===== config.mk =====
export PLATFORM = sky130hd
export DESIGN_NAME = crc32c_word_engine_top
export DESIGN_NICKNAME = d
export VERILOG_FILES = /design/src/crc32c_pkg.sv /design/src/crc32c_in_stage.sv /design/src/crc32c_update.sv /design/src/crc32c_out_stage.sv /design/src/crc32c_word_engine_top.sv
export SDC_FILE = /design/constraint.sdc
export NUM_CORES = 1
export LEC_CHECK = 0
export ABC_CLOCK_PERIOD_IN_PS = 3100
export BUFFER_PORTS_ARGS = -buffer_cell sky130_fd_sc_hd__buf_2
export CAP_MARGIN = 25
export CORE_MARGIN = 2
export CORE_UTILIZATION = 58
export CTS_CLUSTER_SIZE = 24
export DETAILED_ROUTE_END_ITERATION = 7
export GPL_TIMING_DRIVEN = 0
export PLACE_DENSITY = 0.76
export SETUP_SLACK_MARGIN = 0.05
export SLEW_MARGIN = 15
export SYNTH_ARGS = -nofsm -noshare
export SYNTH_HDL_FRONTEND = slang
export SYNTH_SLANG_ARGS = --single-unit

===== constraint.sdc =====
create_clock -name i_clk -period 3.1 [get_ports i_clk]
set_input_delay 0.155 -clock i_clk [delete_from_list [all_inputs] [get_ports i_clk]]
set_output_delay 0.155 -clock i_clk [all_outputs]
set_load 0.005 [all_outputs]

===== src/crc32c_pkg.sv =====
// shared types, constants and elaboration-time matrix builders for crc32c
// no dependencies; imported by the crc32c design modules and the testbench
package crc32c_pkg;

    localparam logic [31:0] CRC_ALL_ONES  = 32'hffff_ffff;
    // reflected castagnoli polynomial (0x1edc6f41 bit-reversed)
    localparam logic [31:0] CRC_POLY_REFL = 32'h82f6_3b78;
    localparam int          CRC_BYTES     = 4;

    // one input transaction as held in the input register
    typedef struct packed {
        logic [31:0] data_word;
        logic [2:0]  byte_count;
        logic        start_req;
        logic [31:0] seed;
    } t_crc_item;

    // 32x32 gf(2) matrix, one column per source bit
    typedef logic [31:0][31:0]                t_crc_mat;
    typedef logic [CRC_BYTES-1:0][31:0][31:0] t_crc_mat_set;

    // bitwise lsb-first fold of the first n bytes; elaboration use only
    function automatic logic [31:0] crc_fold_ref(input logic [31:0] r_in,
                                                 input logic [31:0] word,
                                                 input int unsigned n);
        logic [31:0] r;
        logic        lsb;
        r = r_in;
        for (int k = 0; k < CRC_BYTES; k++) begin
            if (k < n) begin
                r = r ^ {24'd0, word[8*k +: 8]};
                for (int b = 0; b < 8; b++) begin
                    lsb = r[0];
                    r   = r >> 1;
                    if (lsb) begin
                        r = r ^ CRC_POLY_REFL;
                    end
                end
            end
        end
        return r;
    endfunction

    // remainder-to-remainder matrices for 1..4 bytes
    function automatic t_crc_mat_set crc_state_set();
        t_crc_mat_set m;
        for (int n = 0; n < CRC_BYTES; n++) begin
            for (int j = 0; j < 32; j++) begin
                m[n][j] = crc_fold_ref(32'd1 << j, 32'd0, n + 1);
            end
        end
        return m;
    endfunction

    // data-to-remainder matrices for 1..4 bytes
    function automatic t_crc_mat_set crc_data_set();
        t_crc_mat_set m;
        for (int n = 0; n < CRC_BYTES; n++) begin
            for (int j = 0; j < 32; j++) begin
                m[n][j] = crc_fold_ref(32'd0, 32'd1 << j, n + 1);
            end
        end
        return m;
    endfunction

    localparam t_crc_mat_set CRC_STATE_MAT = crc_state_set();
    localparam t_crc_mat_set CRC_DATA_MAT  = crc_data_set();

    // gf(2) matrix times vector: xor of the columns selected by v
    function automatic logic [31:0] crc_mat_mul(input t_crc_mat m, input logic [31:0] v);
        logic [31:0] acc;
        acc = '0;
        for (int j = 0; j < 32; j++) begin
            if (v[j]) begin
                acc = acc ^ m[j];
            end
        end
        return acc;
    endfunction

endpackage


===== src/crc32c_in_stage.sv =====
// input register stage: captures one transaction and holds it until the update
// depends on crc32c_pkg
module crc32c_in_stage (
    input  logic                 i_clk,
    input  logic                 i_rst_n,
    input  logic                 i_in_valid,
    output logic                 o_in_ready,
    input  crc32c_pkg::t_crc_item i_item,
    input  logic                 i_adv,
    output logic                 o_item_valid,
    output crc32c_pkg::t_crc_item o_item
);
    import crc32c_pkg::*;

    logic      r_valid;
    logic      n_valid;
    t_crc_item r_item;
    logic      take;

    // free when empty or when the held item moves on this cycle
    assign o_in_ready = !r_valid || i_adv;
    assign take       = i_in_valid && o_in_ready;

    always_comb begin
        n_valid = r_valid;
        if (take) begin
            n_valid = 1'b1;
        end else if (i_adv) begin
            n_valid = 1'b0;
        end
    end

    // control
    always_ff @(posedge i_clk) begin
        if (!i_rst_n) begin
            r_valid <= 1'b0;
        end else begin
            r_valid <= n_valid;
        end
    end

    // payload
    always_ff @(posedge i_clk) begin
        if (take) begin
            r_item <= i_item;
        end
    end

    assign o_item_valid = r_valid;
    assign o_item       = r_item;

endmodule


===== src/crc32c_update.sv =====
// running remainder register and the one-pass xor-matrix update for 0..4 bytes
// depends on crc32c_pkg
module crc32c_update (
    input  logic                 i_clk,
    input  logic                 i_rst_n,
    input  logic                 i_adv,
    input  crc32c_pkg::t_crc_item i_item,
    output logic [31:0]          o_next_rem
);
    import crc32c_pkg::*;

    logic [31:0]                 r_remainder;
    logic [31:0]                 n_remainder;
    logic [31:0]                 base;
    logic [CRC_BYTES-1:0][31:0]  cand;
    logic [1:0]                  lane;
    logic                        fold_en;

    // starting value: inverted seed or the running remainder
    assign base = i_item.start_req ? (i_item.seed ^ CRC_ALL_ONES) : r_remainder;

    // one candidate per byte count, each a pair of matrix products
    always_comb begin
        for (int n = 0; n < CRC_BYTES; n++) begin
            cand[n] = crc_mat_mul(CRC_STATE_MAT[n], base)
                    ^ crc_mat_mul(CRC_DATA_MAT[n], i_item.data_word);
        end
    end

    // byte count decode, counts above four saturate
    always_comb begin
        fold_en = 1'b1;
        lane    = 2'd0;
        case (i_item.byte_count) inside
            3'd0: begin
                fold_en = 1'b0;
            end
            [3'd1:3'd4]: begin
                lane = 2'(i_item.byte_count - 3'd1);
            end
            default: begin
                lane = 2'(CRC_BYTES - 1);
            end
        endcase
    end

    assign n_remainder = fold_en ? cand[lane] : base;
    assign o_next_rem  = n_remainder;

    // running remainder
    always_ff @(posedge i_clk) begin
        if (!i_rst_n) begin
            r_remainder <= CRC_ALL_ONES;
        end else if (i_adv) begin
            r_remainder <= n_remainder;
        end
    end

endmodule


===== src/crc32c_out_stage.sv =====
// result register: holds the finalized crc until the downstream side takes it
// depends on crc32c_pkg
module crc32c_out_stage (
    input  logic        i_clk,
    input  logic        i_rst_n,
    input  logic        i_adv,
    input  logic [31:0] i_next_rem,
    output logic        o_free,
    output logic        o_out_valid,
    input  logic        i_out_ready,
    output logic [31:0] o_crc_value
);
    import crc32c_pkg::*;

    logic        r_valid;
    logic        n_valid;
    logic [31:0] r_crc;

    // can load when empty or when the held result leaves this cycle
    assign o_free = !r_valid || i_out_ready;

    always_comb begin
        n_valid = r_valid;
        if (i_adv) begin
            n_valid = 1'b1;
        end else if (i_out_ready) begin
            n_valid = 1'b0;
        end
    end

    // control
    always_ff @(posedge i_clk) begin
        if (!i_rst_n) begin
            r_valid <= 1'b0;
        end else begin
            r_valid <= n_valid;
        end
    end

    // finalized value is the inverted remainder
    always_ff @(posedge i_clk) begin
        if (i_adv) begin
            r_crc <= i_next_rem ^ CRC_ALL_ONES;
        end
    end

    assign o_out_valid = r_valid;
    assign o_crc_value = r_crc;

endmodule


===== src/crc32c_word_engine_top.sv =====
// top level of the crc32c word engine: input register, matrix update, result register
// depends on crc32c_pkg, crc32c_in_stage, crc32c_update, crc32c_out_stage
//
//  channel | direction | handshake                 | payload
//  --------+-----------+---------------------------+------------------------------------
//  input   | in        | i_in_valid / o_in_ready   | i_data_word i_byte_count i_start_req i_seed
//  result  | out       | o_out_valid / i_out_ready | o_crc_value
//
// one transaction per clock while results are taken; each passes the input and result registers
// the remainder is updated in one pass through a 64-input xor matrix per bit
// synchronous active-low reset sets the remainder to all ones and empties both registers
// a stalled result holds while the input register still takes one more transaction
module crc32c_word_engine_top (
    input  logic        i_clk,
    input  logic        i_rst_n,
    input  logic        i_in_valid,
    output logic        o_in_ready,
    input  logic [31:0] i_data_word,
    input  logic [2:0]  i_byte_count,
    input  logic        i_start_req,
    input  logic [31:0] i_seed,
    output logic        o_out_valid,
    input  logic        i_out_ready,
    output logic [31:0] o_crc_value
);
    import crc32c_pkg::*;

    t_crc_item   in_item;
    t_crc_item   held_item;
    logic        item_valid;
    logic        out_free;
    logic        adv;
    logic [31:0] next_rem;

    assign in_item.data_word  = i_data_word;
    assign in_item.byte_count = i_byte_count;
    assign in_item.start_req  = i_start_req;
    assign in_item.seed       = i_seed;

    // held item moves into the result register when that register can load
    assign adv = item_valid && out_free;

    crc32c_in_stage u_in (
        .i_clk        (i_clk),
        .i_rst_n      (i_rst_n),
        .i_in_valid   (i_in_valid),
        .o_in_ready   (o_in_ready),
        .i_item       (in_item),
        .i_adv        (adv),
        .o_item_valid (item_valid),
        .o_item       (held_item)
    );

    crc32c_update u_upd (
        .i_clk      (i_clk),
        .i_rst_n    (i_rst_n),
        .i_adv      (adv),
        .i_item     (held_item),
        .o_next_rem (next_rem)
    );

    crc32c_out_stage u_out (
        .i_clk       (i_clk),
        .i_rst_n     (i_rst_n),
        .i_adv       (adv),
        .i_next_rem  (next_rem),
        .o_free      (out_free),
        .o_out_valid (o_out_valid),
        .i_out_ready (i_out_ready),
        .o_crc_value (o_crc_value)
    );

endmodule


==> results of run 1 <==
[through the flow]
stage	setup slack, ps	std cells	cell area, um^2	utilization
4_1_cts	-250.4	2465	26630	0.8707
3_5_place_dp	-1279	2143	19130	0.6255
3_3_place_gp	-1354	2135	18990	0.6209
2_1_floorplan	94.92	1634	17970	-
[layer usage]
metal | track usage | GRT overflow
met2 | 0.9825 | 209
met4 | 0.8297 | 152
met1 | 0.8789 | 17
met3 | 0.7916 | 26
met5 | 0.5319 | 11
[timing repair]
action | in CTS
setup endpoints to repair | 64
hold buffers | 69
pin swaps | 171
hold endpoints to repair | 69
resized for setup | 595
cloned | 7
buffers inserted | 231
[logic make-up after synthesis]
logic type      count (synthesis)  synth area share
xor+xnor                      955            0.5941
simple gates                  183           0.04400
compound gates                165           0.07018
flops                         134            0.2050
buf+inv                       127           0.03829
mux                            68           0.04713
fa+ha+maj                       2          0.001392
[synthesized netlist by cell type (all sizes together), types with 3 or more instances]
library cell    n  area, um^2
xnor2         576        5218
nand3b          4       30.03
nand2b          3       18.77
clkbuf         55       206.5
xnor3         138        3108
nor3           10       50.05
xor3           11       261.5
o221ai          6       58.80
xor2          230        2090
mux2            5       56.30
dfxtp          34       680.7
and2            8       50.05
buf            66       459.2
a22oi          10       75.07
inv             5       18.77
nor2b           4       25.02
nor3b           4       30.03
nor2           55       209.0
a221oi          3       26.28
a31oi           5       31.28
mux2i          63       790.8
edfxtp        100        3003
o211ai         33       262.8
a21oi          20       122.6
o22ai           7       43.79
o21a            4       30.03
o31a            3       26.28
a221o           3       30.03
o21ai          51       379.1
nand3           3       15.01
a211oi          3       22.52
nand2          86       325.3
==> results.toml, run 1 <==
[floorplan]
std_cell_rows = 64
initial_core_util = 0.5875
ios = 106
die_h_um = 180.0
die_width_um = 180.0

[yosys]
synth_top_flop_cell = "edfxtp_1"
syn-instance-count = 1634
syn_area_um2 = 17970
synth_warnings = 0
synth-seq-cells = 134
syn_avg_cell_area_um2 = 11.00
synth_cell_types = 71
yosysSeqAreaShare = 0.2050
async_flop_share = 0
synth_edf_count = 100
synth_nets = 1708

[clock_network]
clock-sinks = 134
cts_root_buffer = "clkbuf_16"
cts-buffers-inserted = 17
clock_path_buffers = 2
htreeDepth = 4

[outcome]
status = "did not finish"
stop_stage = "global routing (5_1_grt)"
error = "[ERROR GRT-0232] Routing congestion too high. Check the congestion heatmap in the GUI."

[timing]
crit_endpoint = "u_upd.r_remainder[20]$_SDFFE_PN1P_/D"
worst-ep-kind = "register data pin"

[grt]
grt_usage = 0.8726
grt_max_degree = 49
grt_overflow_total = 415

[place]
port_buffers = 105
dp_hpwl_um = 65470
gp_congestion = 1.140
==> run 2, diff against run 1 <==
--- a/config.mk
+++ b/config.mk
@@ -5,16 +5,14 @@
 export SDC_FILE = /design/constraint.sdc
 export NUM_CORES = 1
 export LEC_CHECK = 0
-export ABC_CLOCK_PERIOD_IN_PS = 3100
+export ABC_CLOCK_PERIOD_IN_PS = 4000
 export BUFFER_PORTS_ARGS = -buffer_cell sky130_fd_sc_hd__buf_2
 export CAP_MARGIN = 25
 export CORE_MARGIN = 2
-export CORE_UTILIZATION = 58
-export CTS_CLUSTER_SIZE = 24
+export CORE_UTILIZATION = 40
 export DETAILED_ROUTE_END_ITERATION = 7
 export GPL_TIMING_DRIVEN = 0
-export PLACE_DENSITY = 0.76
-export SETUP_SLACK_MARGIN = 0.05
+export PLACE_DENSITY_LB_ADDON = 0.15
 export SLEW_MARGIN = 15
 export SYNTH_ARGS = -nofsm -noshare
 export SYNTH_HDL_FRONTEND = slang
==> constraint.sdc (replaced) <==
create_clock -name i_clk -period 4 [get_ports i_clk]
set_input_delay 0.2 -clock i_clk [delete_from_list [all_inputs] [get_ports i_clk]]
set_output_delay 0.2 -clock i_clk [all_outputs]
set_load 0.005 [all_outputs]
==> run 2 against run 1 <==
The flow now finishes, with violations (setup timing). Synthesized cell count did not move. Area after synthesis unchanged.
==> results.toml, run 2 <==
[outcome]
status = "finished, violations left"
violations = "setup timing"

[power_and_ir_drop]
peakVddDrop_mv = 0.7618
p_leak_nw = 8.733
power_w = 0.02213
p_per_area_nw_per_um2 = 1024

[yosys]
yosysTopAreaCell = "xnor2_1"
synth_compound_area_frac = 0.07018
ys_top_cells_by_area = "xnor2_1 (27%), xnor3_1 (17%), edfxtp_1 (17%)"
async_flop_share = 0
synth_warnings = 0
yosysTopAreaCellShare = 0.2695
synth_edf_count = 100
synth_nets = 1708
syn-instance-count = 1634
synth_top_family_by_area = "XOR/XNOR gates"
yosysSeqAreaShare = 0.2050
yosysMostFrequentCell = "xnor2_1"
synthSimpleGateAreaFrac = 0.04400
synth-adder-area-share = 0.001392
synth-seq-cells = 134
syn_area_um2 = 17970
synth_top_flop_cell = "edfxtp_1"
synth_mux_area_frac = 0.04713
syn_avg_cell_area_um2 = 11.00
yosys.area_share.xor_xnor = 0.5941
ys_top_cells_by_count = "xnor2_1 (553), xor2_1 (223), xnor3_1 (138), edfxtp_1 (100), nand2_1 (85)"
synth_cell_types = 71

[grt]
grt_pass1_wl_um = 119500
grt_overflow_total = 0
grt_max_degree = 53
grt_pass1_vias = 13300
grt_usage = 0.3914
antenna_found_initial = 2

[hold_path]
min_path_type = "input pin to flip-flop"

[route]
drt_pre_antenna_iters = 7
drt-initial-drc-count = 1828
drcViolationCount = 0
viasPerCell = 5.713
wire_per_inst_um = 36.88
drt_wl_total_um = 90800
ant_nets = 0
via_count = 14070

[floorplan]
std_cell_rows = 77
die_h_um = 216.0
design.core.area_um2 = 44320
ios = 106
die_area_um2 = 46640
initial_core_util = 0.4055
die_width_um = 216.0

[critical_path]
worstSetupEndpointType = "flip-flop"
cp.arrival_ps = 4210
cp_max_fo = 10
critical_path_class = "flip-flop to flip-flop"
crit_required_ps = 4170
start_kind = "flip-flop"

[timing]
setup_ws_ps = -41.21
fin_crit_sh = 1.010
final.min_clock_period_ps = 4041
grt_setup_unrepaired = "true"
slew_viol_final = 0
max_freq_mhz = 247.5
setup_violations = 8
report.final.hold_viol_count = 0
slew_headroom = 0.2703
skew_ps = 20.83
tightest_slew_ps = 1087

[clock_network]
insertion_delay_ps = 510
cts_root_buffer = "clkbuf_16"
clock-sinks = 134
clock_path_buffers = 2
cts_tree = "done"
cts-buffers-inserted = 17
path_clk_slew_ps = 70
htreeDepth = 4

[finish]
design_area_um2 = 21620
final_common_cell = "xnor2_1"
most-common-layout-cells = "xnor2_1 (521), xor2_1 (219), buf_2 (149), xnor3_1 (134), edfxtp_1 (100)"
nFillCells = 4171
drive_above_1_share = 0.2157
nets = 1929
final_util = 0.4878
areaGrowthSynthToFinish_pct = 20.29
largest_reg_flops = 68
fin_cells = 2462

[place]
dp_hpwl_um = 74310
gp_congestion = 1.017
placed_area_um2 = 19440
dp_slack_ps = -646.8
port_buffers = 105
dpl.cell_count = 2345

[flow_run]
maxCapViolCount = 0
run 2: cell counts after synthesis:
Identical to the previous run, type by type.
run 2: critical path, stage by stage (launching register included):
cell	delay, ps
edfxtp_1	380
buf_6	170
buf_6	180
buf_6	170
buf_6	180
o21ai_2	840
xnor2_2	230
xnor3_1	470
xnor2_1	470
xnor2_1	140
xnor2_1	260
o211ai_2	190
run 2: stage by stage:
step	TNS, ps	hold slack (ps)
final	-167.7	48.44
after global routing	-26.55	50.29
after CTS	-132.8	10.01
after detailed placement	-10450	378.2
after global placement	-19040	376.2
after floorplan	0	298.9
run 2: per-layer routing:
| metal | part of all wire | wire [um] | global-route usage | vias up |
|---|---|---|---|---|
| met5 | 0.00012 | 11 | 0 | - |
| met1 | 0.41 | 37140 | 0.5270 | 7060 |
| met4 | 0.069 | 6271 | 0.2304 | 2 |
| li1 | - | - | - | 5893 |
| met3 | 0.11 | 9537 | 0.1025 | 222 |
| met2 | 0.42 | 37840 | 0.5644 | 889 |
run 2: final timing paths:
| check | start | end | slack [ps] | cells past startpoint |
|---|---|---|---|---|
| worst max register to register | u_in.o_item[32] | u_out.o_crc_value[31] | -40 | 11 |
| worst min register to register | u_in.o_item_valid | u_out.o_out_valid | 540 | 1 |
| worst min-delay path | i_out_ready | u_out.o_out_valid | 50 | 3 |
| worst max-delay path | u_in.o_item[32] | u_out.o_crc_value[31] | -40 | 11 |
run 2: cells by family after synthesis:
kind of cell / Yosys count
multiplexers: 68
AND/OR/NAND/NOR: 183
AO/OA/AOI/OAI: 165
buffers and inverters: 127
flip-flops: 134
adder cells (fa/ha/maj): 2
XOR/XNOR: 955
run 2: report_power, final:
group          switching [W]  internal [W]  leakage (nW)
Combinational         0.0108       0.00752          7.18
Sequential          0.000190       0.00195          1.25
Clock               0.000766      0.000912         0.304
run 2: timing repair:
action,4_1_cts,5_1_grt
pin swaps,0,4
gates resized for setup,63,41
hold endpoints to repair,69,0
setup buffers,3,18
hold buffers,69,0
endpoints found under the setup margin,49,42
run 2: cell type report:
cell class | instances | area, um^2 | share of cell area
tap | 592 | 740.7 | 0.03426
buffer | 113 | 641.9 | 0.02969
antenna | 2 | 5.005 | 0.0002315
clock inverter | 12 | 117.6 | 0.005440
sequential | 134 | 3685 | 0.1704
timing repair buffer | 210 | 1600 | 0.07402
inverter | 6 | 22.52 | 0.001042
clock buffer | 20 | 489.2 | 0.02263
multi-input combinational | 1373 | 14320 | 0.6622
(Power assumes the default switching activity.)
